## config.mk

```make
export PLATFORM = sky130hd
export DESIGN_NAME = service_definition_record_parser_top
export DESIGN_NICKNAME = d
export VERILOG_FILES = /design/src/rtl/sdrp_pkg.sv /design/src/rtl/sdrp_cell.sv /design/src/rtl/sdrp_store.sv /design/src/rtl/service_definition_record_parser_top.sv
export SDC_FILE = /design/constraint.sdc
export NUM_CORES = 2
export LEC_CHECK = 0
export BUFFER_PORTS_ARGS = -buffer_cell sky130_fd_sc_hd__buf_2
export CAP_MARGIN = 10
export CORE_AREA = 8 8 426 428
export CTS_BUF_LIST = sky130_fd_sc_hd__clkbuf_16
export DETAILED_ROUTE_END_ITERATION = 12
export DIE_AREA = 0 0 434 436
export PLACE_DENSITY = 0.69
export SKIP_CTS_REPAIR_TIMING = 1
export SLEW_MARGIN = 10
export SYNTH_ARGS = -nofsm -noshare
export SYNTH_HDL_FRONTEND = slang
export SYNTH_SLANG_ARGS = --single-unit
```

## constraint.sdc

```tcl
create_clock -name clk -period 13.5 [get_ports clk]
set_clock_uncertainty 0.2 [all_clocks]
set_input_delay 2.7 -clock clk [delete_from_list [all_inputs] [get_ports clk]]
set_output_delay 2.7 -clock clk [all_outputs]
set_load 0.03 [all_outputs]
```

## src/rtl/sdrp_pkg.sv

```systemverilog
// ----------------------------------------------------------------------------
// sdrp_pkg
// Shared types and constants of the service definition record parser.
// ----------------------------------------------------------------------------
package sdrp_pkg;

	localparam int MAX_SERVICES = 64;
	localparam int ID_W         = 32;

	localparam logic [1:0] KIND_SERVICE   = 2'd0;
	localparam logic [1:0] KIND_COMPONENT = 2'd1;
	localparam logic [1:0] KIND_END       = 2'd2;

	typedef enum logic [3:0] {
		PH_ID     = 4'b0001,
		PH_HEADER = 4'b0010,
		PH_COMP0  = 4'b0100,
		PH_COMP1  = 4'b1000
	} phase_t;

	typedef struct packed {
		logic [7:0] data_byte;
		logic       long_ids;
		logic       last_byte;
	} in_item_t;

	typedef struct packed {
		logic [1:0]      record_kind;
		logic [ID_W-1:0] service_id;
		logic [3:0]      country_id;
		logic [19:0]     service_ref;
		logic [7:0]      ext_country_code;
		logic [3:0]      count_or_index;
		logic [3:0]      service_flags;
		logic [1:0]      transport_mode;
		logic [5:0]      component_type;
		logic [5:0]      subchannel_id;
		logic [1:0]      component_flags;
		logic [3:0]      end_flags;
	} out_rec_t;

	typedef struct packed {
		logic insert;
		logic clear;
	} store_ctl_t;

endpackage

```

## src/rtl/sdrp_cell.sv

```systemverilog
// ----------------------------------------------------------------------------
// sdrp_cell
// One entry of the seen-id store: holds an id and its valid bit, takes its
// neighbor's entry on insert, and registers a compare against the key.
// ----------------------------------------------------------------------------
module sdrp_cell (
	input  logic                      clk,
	input  logic                      arst_n,
	input  sdrp_pkg::store_ctl_t      ctl,
	input  logic [sdrp_pkg::ID_W-1:0] key,
	input  logic [sdrp_pkg::ID_W-1:0] prev_id,
	input  logic                      prev_valid,
	output logic [sdrp_pkg::ID_W-1:0] id_q,
	output logic                      valid_q,
	output logic                      match_q
);
	import sdrp_pkg::*;

	always_ff @(posedge clk or negedge arst_n) begin
		if (!arst_n) begin
			valid_q <= 1'b0;
		end else if (ctl.clear) begin
			valid_q <= 1'b0;
		end else if (ctl.insert) begin
			valid_q <= prev_valid;
		end
	end

	always_ff @(posedge clk) begin
		if (ctl.insert) begin
			id_q <= prev_id;
		end
	end

	always_ff @(posedge clk or negedge arst_n) begin
		if (!arst_n) begin
			match_q <= 1'b0;
		end else begin
			match_q <= valid_q && (id_q == key);
		end
	end

endmodule

```

## src/rtl/sdrp_store.sv

```systemverilog
// ----------------------------------------------------------------------------
// sdrp_store
// Seen-id store as a row of cells. New ids shift in at the head, so the
// valid entries always form a prefix and the last cell tells when it is full.
// ----------------------------------------------------------------------------
module sdrp_store (
	input  logic                      clk,
	input  logic                      arst_n,
	input  sdrp_pkg::store_ctl_t      ctl,
	input  logic [sdrp_pkg::ID_W-1:0] key,
	output logic                      hit,
	output logic                      full
);
	import sdrp_pkg::*;

	logic [ID_W-1:0]         id_arr   [MAX_SERVICES];
	logic [ID_W-1:0]         prev_arr [MAX_SERVICES];
	logic [MAX_SERVICES-1:0] valid_vec;
	logic [MAX_SERVICES-1:0] prev_vec;
	logic [MAX_SERVICES-1:0] match_vec;

	for (genvar i = 0; i < MAX_SERVICES; i++) begin : g_cell
		if (i == 0) begin : g_head
			assign prev_arr[i] = key;
			assign prev_vec[i] = 1'b1;
		end else begin : g_body
			assign prev_arr[i] = id_arr[i-1];
			assign prev_vec[i] = valid_vec[i-1];
		end

		sdrp_cell u_cell (
			.clk        (clk),
			.arst_n     (arst_n),
			.ctl        (ctl),
			.key        (key),
			.prev_id    (prev_arr[i]),
			.prev_valid (prev_vec[i]),
			.id_q       (id_arr[i]),
			.valid_q    (valid_vec[i]),
			.match_q    (match_vec[i])
		);
	end

	assign hit  = |match_vec;
	assign full = valid_vec[MAX_SERVICES-1];

endmodule

```

## src/rtl/service_definition_record_parser_top.sv

```systemverilog
// ----------------------------------------------------------------------------
// service_definition_record_parser_top
// Parses a service definition record list byte by byte into service and
// component records, tracking repetition through a store of seen ids.
// ----------------------------------------------------------------------------
// Each accepted byte passes a compare stage, in which every store cell
// registers its compare against the assembled service id, and a commit
// stage, in which the parser commits its state, updates the store and loads
// the output register. A byte is accepted in the cycle its predecessor
// commits, so a new byte is never taken before the last one has committed;
// a stalled output holds only the byte waiting to commit. The store keeps
// up to MAX_SERVICES ids; it needs no clearing pass after reset.
module service_definition_record_parser_top (
	input  logic               clk,
	input  logic               arst_n,
	input  logic               byte_valid,
	output logic               byte_stall,
	input  sdrp_pkg::in_item_t byte_data,
	output logic               rec_valid,
	input  logic               rec_stall,
	output sdrp_pkg::out_rec_t rec_data
);
	import sdrp_pkg::*;

	logic       valid_s1, valid_s2;
	in_item_t   item_s1, item_s2;

	phase_t     phase_q, phase_n;
	logic [1:0] cnt_q, cnt_n;
	logic [31:0] acc_q, acc_n;
	logic [3:0] left_q, left_n;
	logic [3:0] index_q, index_n;
	logic [7:0] held_q, held_n;
	logic       repeat_q, repeat_n;
	logic       wide_q, wide_n;

	logic       rec_valid_q;
	out_rec_t   rec_q;

	out_rec_t   res;
	logic       has_result;
	logic       commit;
	logic       accept;
	store_ctl_t ctl, store_ctl;
	logic       hit, full;
	logic [7:0] b;

	logic [3:0]  svc_country;
	logic [19:0] svc_ref;
	logic [7:0]  svc_ecc;

	sdrp_store u_store (
		.clk    (clk),
		.arst_n (arst_n),
		.ctl    (store_ctl),
		.key    (acc_q),
		.hit    (hit),
		.full   (full)
	);

	always_comb begin
		if (wide_q) begin
			svc_country = acc_q[23:20];
			svc_ref     = acc_q[19:0];
			svc_ecc     = acc_q[31:24];
		end else begin
			svc_country = acc_q[15:12];
			svc_ref     = {8'd0, acc_q[11:0]};
			svc_ecc     = 8'd0;
		end
	end

	assign b = item_s2.data_byte;

	always_comb begin
		phase_n    = phase_q;
		cnt_n      = cnt_q;
		acc_n      = acc_q;
		left_n     = left_q;
		index_n    = index_q;
		held_n     = held_q;
		repeat_n   = repeat_q;
		wide_n     = wide_q;
		res        = '0;
		has_result = 1'b0;
		ctl        = '0;

		case (phase_q)
			PH_ID: begin
				if (cnt_q == 2'd0) begin
					wide_n = item_s2.long_ids;
					acc_n  = {24'd0, b};
				end else begin
					acc_n = {acc_q[23:0], b};
				end
				if (wide_n ? (cnt_q == 2'd3) : (cnt_q != 2'd0)) begin
					cnt_n   = 2'd0;
					phase_n = PH_HEADER;
				end else begin
					cnt_n = cnt_q + 2'd1;
				end
			end
			PH_HEADER: begin
				ctl.clear  = hit;
				ctl.insert = !hit && !full;
				repeat_n   = repeat_q | hit;
				res.record_kind      = KIND_SERVICE;
				res.service_id       = acc_q;
				res.country_id       = svc_country;
				res.service_ref      = svc_ref;
				res.ext_country_code = svc_ecc;
				res.count_or_index   = b[3:0];
				res.service_flags    = b[7:4];
				res.end_flags[3]     = !hit && full;
				has_result = 1'b1;
				left_n     = b[3:0];
				index_n    = 4'd0;
				phase_n    = (b[3:0] != 4'd0) ? PH_COMP0 : PH_ID;
			end
			PH_COMP0: begin
				held_n  = b;
				phase_n = PH_COMP1;
			end
			PH_COMP1: begin
				res.record_kind      = KIND_COMPONENT;
				res.service_id       = acc_q;
				res.country_id       = svc_country;
				res.service_ref      = svc_ref;
				res.ext_country_code = svc_ecc;
				res.count_or_index   = index_q;
				res.transport_mode   = held_q[7:6];
				res.component_type   = held_q[5:0];
				res.subchannel_id    = b[7:2];
				res.component_flags  = b[1:0];
				has_result = 1'b1;
				index_n    = index_q + 4'd1;
				left_n     = left_q - 4'd1;
				phase_n    = (left_q != 4'd1) ? PH_COMP0 : PH_ID;
			end
			default: begin
				phase_n = PH_ID;
			end
		endcase

		res.end_flags[1] = repeat_n;

		if (item_s2.last_byte) begin
			res.end_flags[0] = 1'b1;
			res.end_flags[2] = (phase_n != PH_ID) || (cnt_n != 2'd0);
			if (!has_result) begin
				res.record_kind = KIND_END;
				has_result      = 1'b1;
			end
			// drop all per-list state; the store is kept
			phase_n  = PH_ID;
			cnt_n    = 2'd0;
			acc_n    = 32'd0;
			left_n   = 4'd0;
			index_n  = 4'd0;
			held_n   = 8'd0;
			repeat_n = 1'b0;
			wide_n   = 1'b0;
		end
	end

	assign commit     = valid_s2 && (!has_result || !rec_valid_q || !rec_stall);
	assign byte_stall = valid_s1 || (valid_s2 && !commit);
	assign accept     = byte_valid && !byte_stall;
	assign store_ctl  = commit ? ctl : '0;

	// stage 1 lets the store cells register their compares before the parser uses them
	always_ff @(posedge clk or negedge arst_n) begin
		if (!arst_n) begin
			valid_s1 <= 1'b0;
			valid_s2 <= 1'b0;
		end else begin
			valid_s1 <= accept;
			if (valid_s1) begin
				valid_s2 <= 1'b1;
			end else if (commit) begin
				valid_s2 <= 1'b0;
			end
		end
	end

	always_ff @(posedge clk) begin
		if (accept) begin
			item_s1 <= byte_data;
		end
		if (valid_s1) begin
			item_s2 <= item_s1;
		end
	end

	always_ff @(posedge clk or negedge arst_n) begin
		if (!arst_n) begin
			phase_q  <= PH_ID;
			cnt_q    <= 2'd0;
			acc_q    <= 32'd0;
			left_q   <= 4'd0;
			index_q  <= 4'd0;
			held_q   <= 8'd0;
			repeat_q <= 1'b0;
			wide_q   <= 1'b0;
		end else if (commit) begin
			phase_q  <= phase_n;
			cnt_q    <= cnt_n;
			acc_q    <= acc_n;
			left_q   <= left_n;
			index_q  <= index_n;
			held_q   <= held_n;
			repeat_q <= repeat_n;
			wide_q   <= wide_n;
		end
	end

	always_ff @(posedge clk or negedge arst_n) begin
		if (!arst_n) begin
			rec_valid_q <= 1'b0;
		end else if (commit && has_result) begin
			rec_valid_q <= 1'b1;
		end else if (!rec_stall) begin
			rec_valid_q <= 1'b0;
		end
	end

	always_ff @(posedge clk) begin
		if (commit && has_result) begin
			rec_q <= res;
		end
	end

	assign rec_valid = rec_valid_q;
	assign rec_data  = rec_q;

	a_stage_exclusive: assert property (@(posedge clk) disable iff (!arst_n)
		!(valid_s1 && valid_s2))
		else $error("both pipeline stages hold a byte");

	a_clear_empties: assert property (@(posedge clk) disable iff (!arst_n)
		store_ctl.clear |=> !full)
		else $error("store still full after clear");

	a_end_notice: assert property (@(posedge clk) disable iff (!arst_n)
		(rec_valid && rec_data.record_kind == KIND_END)
			|-> (rec_data.end_flags[0] && rec_data.end_flags[2]))
		else $error("end-only notice without end and truncated flags");

	a_count_in_id: assert property (@(posedge clk) disable iff (!arst_n)
		(phase_q != PH_ID) |-> (cnt_q == 2'd0))
		else $error("id byte count left over outside id phase");

endmodule

```

=== After elaboration in Yosys (flattened, before gate mapping) ===
Cells that the tools add are included.

* Input bits: 14
* Register bits: 2,349
* Logic and storage cells: 561

* Multiplexer cells: 167
* Bitwise logic cells: 1
* Reduce and logical (&&, ||, !) cells: 95
* $add $sub $neg: 3
* Eq/ne operators: 72

{| class="wikitable"
|+ Operator list
! kind !! number
|-
| $eq 32x32->1 || 64
|-
| $mux 1 || 142
|-
| $pmux 69 s2 || 1
|-
| $mux 32 || 3
|-
| $logic_and 1x1->1 || 70
|-
| $reduce_or 64->1 || 1
|-
| $mux 8 || 3
|-
| $mux 20 || 1
|-
| $mux 4 || 5
|-
| $pmux 4 s2 || 2
|-
| $pmux 4 s4 || 1
|-
| $mux 2 || 7
|-
| $reduce_bool 2->1 || 6
|-
| $ne 4x1->1 const B || 2
|-
| $logic_not 1->1 || 7
|-
| $mux 3 || 2
|-
| $reduce_and 2->1 || 3
|-
| $add 4x1->4 const B || 1
|-
| $eq 4x1->1 const B || 1
|-
| $eq 4x2->1 const B || 1
|-
| $eq 4x3->1 const B || 1
|-
| $eq 4x4->1 const B || 1
|-
| $logic_or 1x1->1 || 4
|-
| $reduce_bool 4->1 || 1
|-
| 8 further kinds || 8
|}

=== Longest topological paths before layout ===
* Depth after elaboration: 13
* Depth in mapped cells: 8
* Gate-level depth less buffers: 7

=== Modules after synthesis ===
Synthesis repeated with hierarchy kept, for this count alone.

* Cells, all modules: 5,631
* Area total of the unflattened synthesis: 95,011.1 um^2

{| class="wikitable"
|+ By module, submodules not included
! module !! area each (um^2) !! seq. area each (um^2) !! instances !! cells an instance
|-
| sdrp_cell || 1,380.1 || 1,011.0 || 64 || 80
|-
| service_definition_record_parser_top || 6,543.8 || 4,540.6 || 1 || 489
|-
| sdrp_store || 142.6 || 0.0 || 1 || 22
|}

=== Worst setup path after synthesis ===
OpenSTA, ideal clock, no wires.

* Kind: input to register
* From: input rec_stall
* To: register u_store.g_cell[1].u_cell.valid_q
* Setup time: 0.086 ns
* Stages: 7
* Required time: 13.214 ns
* Path buffers: 3
* Arrival: 9.718 ns
* Setup slack: 3.496 ns
* Path through: nand2_1 and3_1 clkbuf_1 nor3b_4 buf_8 buf_12 a22o_1

{| class="wikitable"
|+ RTL lines
! what !! line !! source
|-
| from (decl) || service_definition_record_parser_top.sv:20 || <nowiki>input logic rec_stall,</nowiki>
|-
| to (signal assigned) || sdrp_cell.sv:25 || <nowiki>valid_q <= prev_valid;</nowiki>
|-
| to (decl) || sdrp_cell.sv:14 || <nowiki>output logic valid_q,</nowiki>
|}

=== Worst setup path after layout ===
* From: input rec_stall
* To: output byte_stall

* Cells in the longest elaborated chain, start to end: 6

{| class="wikitable"
|+ Ends and longest elaborated chain
! what !! line !! source
|-
| $logic_not 1->1 || -- ||
|-
| $logic_or 1x1->1 || service_definition_record_parser_top.sv:166 || <nowiki>assign commit = valid_s2 && (!has_result || !rec_valid_q || !rec_stall);</nowiki>
|-
| $logic_and 1x1->1 || service_definition_record_parser_top.sv:166 ||
|-
| $logic_not 1->1 || service_definition_record_parser_top.sv:167 || <nowiki>assign byte_stall = valid_s1 || (valid_s2 && !commit);</nowiki>
|-
| $logic_and 1x1->1 || service_definition_record_parser_top.sv:167 ||
|-
| $logic_or 1x1->1 || service_definition_record_parser_top.sv:167 ||
|-
| to (decl) || service_definition_record_parser_top.sv:17 || <nowiki>output logic byte_stall,</nowiki>
|}

Every way passes these cells.

==> impl_metrics.csv <==
group,metric,value,unit
floorplanning,fp.dieW,434,microns
sta,relSlewSlack,16.0,%
flow_run,drv_cap,0,
global_routing,grt_max_degree,214,
finish,areaGrowthSynthToFinish,10.8,%
clock_tree,clock_latency,0.87,ns
setup_path,crit_top_cell,"buf_2",
setup_path,path_cells,"buf_2, nand2_1, nor2_1, a21o_1, buf_2",
setup_path,required,10.60,ns
logic_synthesis,yosys_warnings,0,
logic_synthesis,ys_seq_area_share,72.7,%
finish,finalNetCount,5914,
clock_tree,cts_buffer_depth,3,
min_path,hp-class,"register to register",
power_and_ir_drop,peakVddDrop,0.122,mV
floorplanning,coreArea,0.175,sq mm
sta,hold_viol_final,0,
logic_synthesis,synthDistinctLibCells,48,
clock_tree,cts_buffers,225,
sta,tns,0,ns
floorplanning,io_pins,110,
sta,setup_viol,0,
logic_synthesis,synth_nets,5802,
placed_design,io_buffers,109,
placed_design,hpwl,157000,microns
global_routing,grt_pass1_wl,354000,microns
logic_synthesis,synth_edf_count,2150,
drt,detail-route-antenna-nets,0,
sta,tightestPinTransition,1.26,ns
setup_path,start_kind,"primary input",
sta,period_needed,6.46,ns
finish,drive_gt1_share,8.98,%
global_routing,grt_overflow,0,
sta,drv_slew,0,
logic_synthesis,avgSynthCellArea,16.5,sq um
sta,finalCritPeriodShare,47.9,%
logic_synthesis,ys.flop_type,"edfxtp_1",
clock_tree,cts_sinks,2337,
clock_tree,cts_tree,"built",
global_routing,track_usage,25.6,%
setup_path,cp.arrival,3.56,ns
setup_path,max_stage_delay,0.26,ns
power_and_ir_drop,p_leak,31.7,nW
drt,vias,50600,
drt,drt-total-wl,247000,microns
drt,drc,0,
outcome,status,"finished, final reports clean",
floorplanning,rows,154,
logic_synthesis,ys_ff_latch,2337,
setup_path,cp-end-kind,"output pin",
logic_synthesis,synth_area,0.0953,sq mm
floorplanning,dieArea,0.189,sq mm
clock_tree,clk_pin_slew,0.06,ns
drt,vias_per_cell,6.00,
setup_path,cpMaxStageDelayCell,"nand2_1",
setup_path,path_class,"primary input to output pin",
logic_synthesis,async_reset_ff_share,8.00,%
drt,dr.pass1.iters,5,
finish,fin_util,60.3,%
setup_path,critPathMaxFanout,9,
global_routing,grt_pass1_vias,50700,
sta,rsz0062_at_grt,"no",
floorplanning,start_util,54.5,%
logic_synthesis,netlist_instances,5783,
drt,wire_per_inst,29.3,microns
power_and_ir_drop,power-per-cell-area,152,mW/mm^2
drt,first_iter_violations,6049,
global_routing,antenna_found_initial,5,
floorplanning,die_h,436,microns
placed_design,gp_congestion,0.879,
clock_tree,cts-root-buf,"clkbuf_16",
clock_tree,htreeDepth,4,
sta,max_freq,0.155,GHz
-- sequential cells by signal, indices dropped and copies added (netlist names) --
register,flops
u_store.g_cell.u_cell.id_q,2048
left_q,4
repeat_q,1
item_s1,10
acc_q,32
u_store.g_cell.u_cell.valid_q,64
rec_data,82
valid_s1,1
item_s2,2
u_store.g_cell.u_cell.match_q,64
wide_q,1
valid_s2,1
b,8
index_q,4
cnt_q,2
rec_valid,1
held_q,8
phase_q,4
-- report_power, final --
| part | internal (W) | switching, W | total (W) |
|---|---|---|---|
| Combinational | 0.000611 | 0.000993 | 0.00160 |
| Sequential | 0.00801 | 0.000307 | 0.00832 |
| Clock | 0.00344 | 0.00272 | 0.00617 |
| Total | 0.0121 | 0.00402 | 0.0161 |
-- per-stage QoR --
step | total power, W | instances | setup slack [ns] | cell area (sq um) | hold slack (ns)
3_5_place_dp | 0.0101 | 8008 | 6.26 | 98300 | 0.205
2_1_floorplan | 0.00948 | 5783 | 3.50 | 95300 | 0.200
5_1_grt | 0.0165 | 8433 | 6.83 | 106000 | 0.224
4_1_cts | 0.0161 | 8433 | 7.05 | 106000 | 0.219
6_report | 0.0161 | 8434 | 7.04 | 106000 | 0.218
3_3_place_gp | 0.0100 | 8008 | 6.33 | 98300 | 0.202
-- cell usage in the layout (no fill, tap or decap), drive strengths merged, types with 24 or more instances in the layout --
cell type  netlist  routed
o21ai           43      43
nand3           66      66
edfxtp        2150    2150
nor4           226     226
clkbuf          76     228
nand2           65      65
nand4          430     430
clkinv           0     110
dfrtp          186     186
nor2            25      25
and2            24      24
buf            236     197
inv             18      83
and3            43      43
a22o            83      83
xor2           366     366
xnor2         1676    1676
-- worst max-delay path, delay by kind of cell --
kind            cells  cell delay, ns
simple gates        2            0.36
buf+inv             2            0.27
compound gates      1            0.22
-- cells by family after synthesis --
group / Yosys count / synth area share [%]
multiplexers: 4 / 0.0420
adder cells (fa/ha/maj): 5 / 0.0657
XOR/XNOR: 2042 / 18.8
buffers and inverters: 330 / 1.57
flip-flops: 2337 / 72.7
AO/OA/AOI/OAI: 165 / 1.28
AND/OR/NAND/NOR: 900 / 5.61
-- worst paths after layout --
check,slack [ns],cells past startpoint,from,end
min in group asynchronous,1.52,1,arst_n,u_store.g_cell[6].u_cell.valid_q$_DFFE_PN0P_
max in group asynchronous,9.92,2,arst_n,acc_q[3]$_DFFE_PN0P_
worst min register to register,0.22,0,item_s1[6]$_DFFE_PP_,b[4]$_DFFE_PP_
worst max register to register,7.72,7,u_store.g_cell[58].u_cell.match_q$_DFF_PN0_,u_store.g_cell[47].u_cell.id_q[20]$_DFFE_PP_
worst max-delay path,7.04,5,rec_stall,byte_stall
worst min-delay path,0.22,0,item_s1[6]$_DFFE_PP_,b[4]$_DFFE_PP_
-- area by class of cell --
cell class                 count  area [sq um]
timing repair buffer         197          1390
sequential                  2337         69400
tap                         2340          2930
clock inverter               197          1520
antenna                        1          2.50
multi-input combinational   3116         24600
inverter                      18          70.1
fill                       12800         69400
clock buffer                 228          5710
-- Yosys cell counts, drive strengths merged (3+ instances only) --
cell,instances,share of area [%]
nor4,226,1.5
a22o,83,0.76
o31ai,6,0.047
and3,43,0.28
buf,236,1.2
o41ai,3,0.028
a21oi,16,0.084
nand3,66,0.35
xnor2,1676,15
nor3b,5,0.051
nand4,430,2.8
inv,18,0.071
nor2,25,0.098
nand2,65,0.26
nor3,7,0.037
o21ai,43,0.23
a21o,4,0.032
dfrtp,186,4.9
and2,24,0.16
mux2i,4,0.042
xor2,366,3.4
edfxtp,2150,68
clkbuf,76,0.30
ha,5,0.066
-- metal layers --
metal	wire [microns]	vias up	global-route usage [%]
met4	8470	2	8.53
met5	13	-	0
met2	118000	2518	41.6
li1	-	21500	-
met1	101000	26200	35.5
met3	20000	450	4.30
Power figures use the tool's default switching activity.
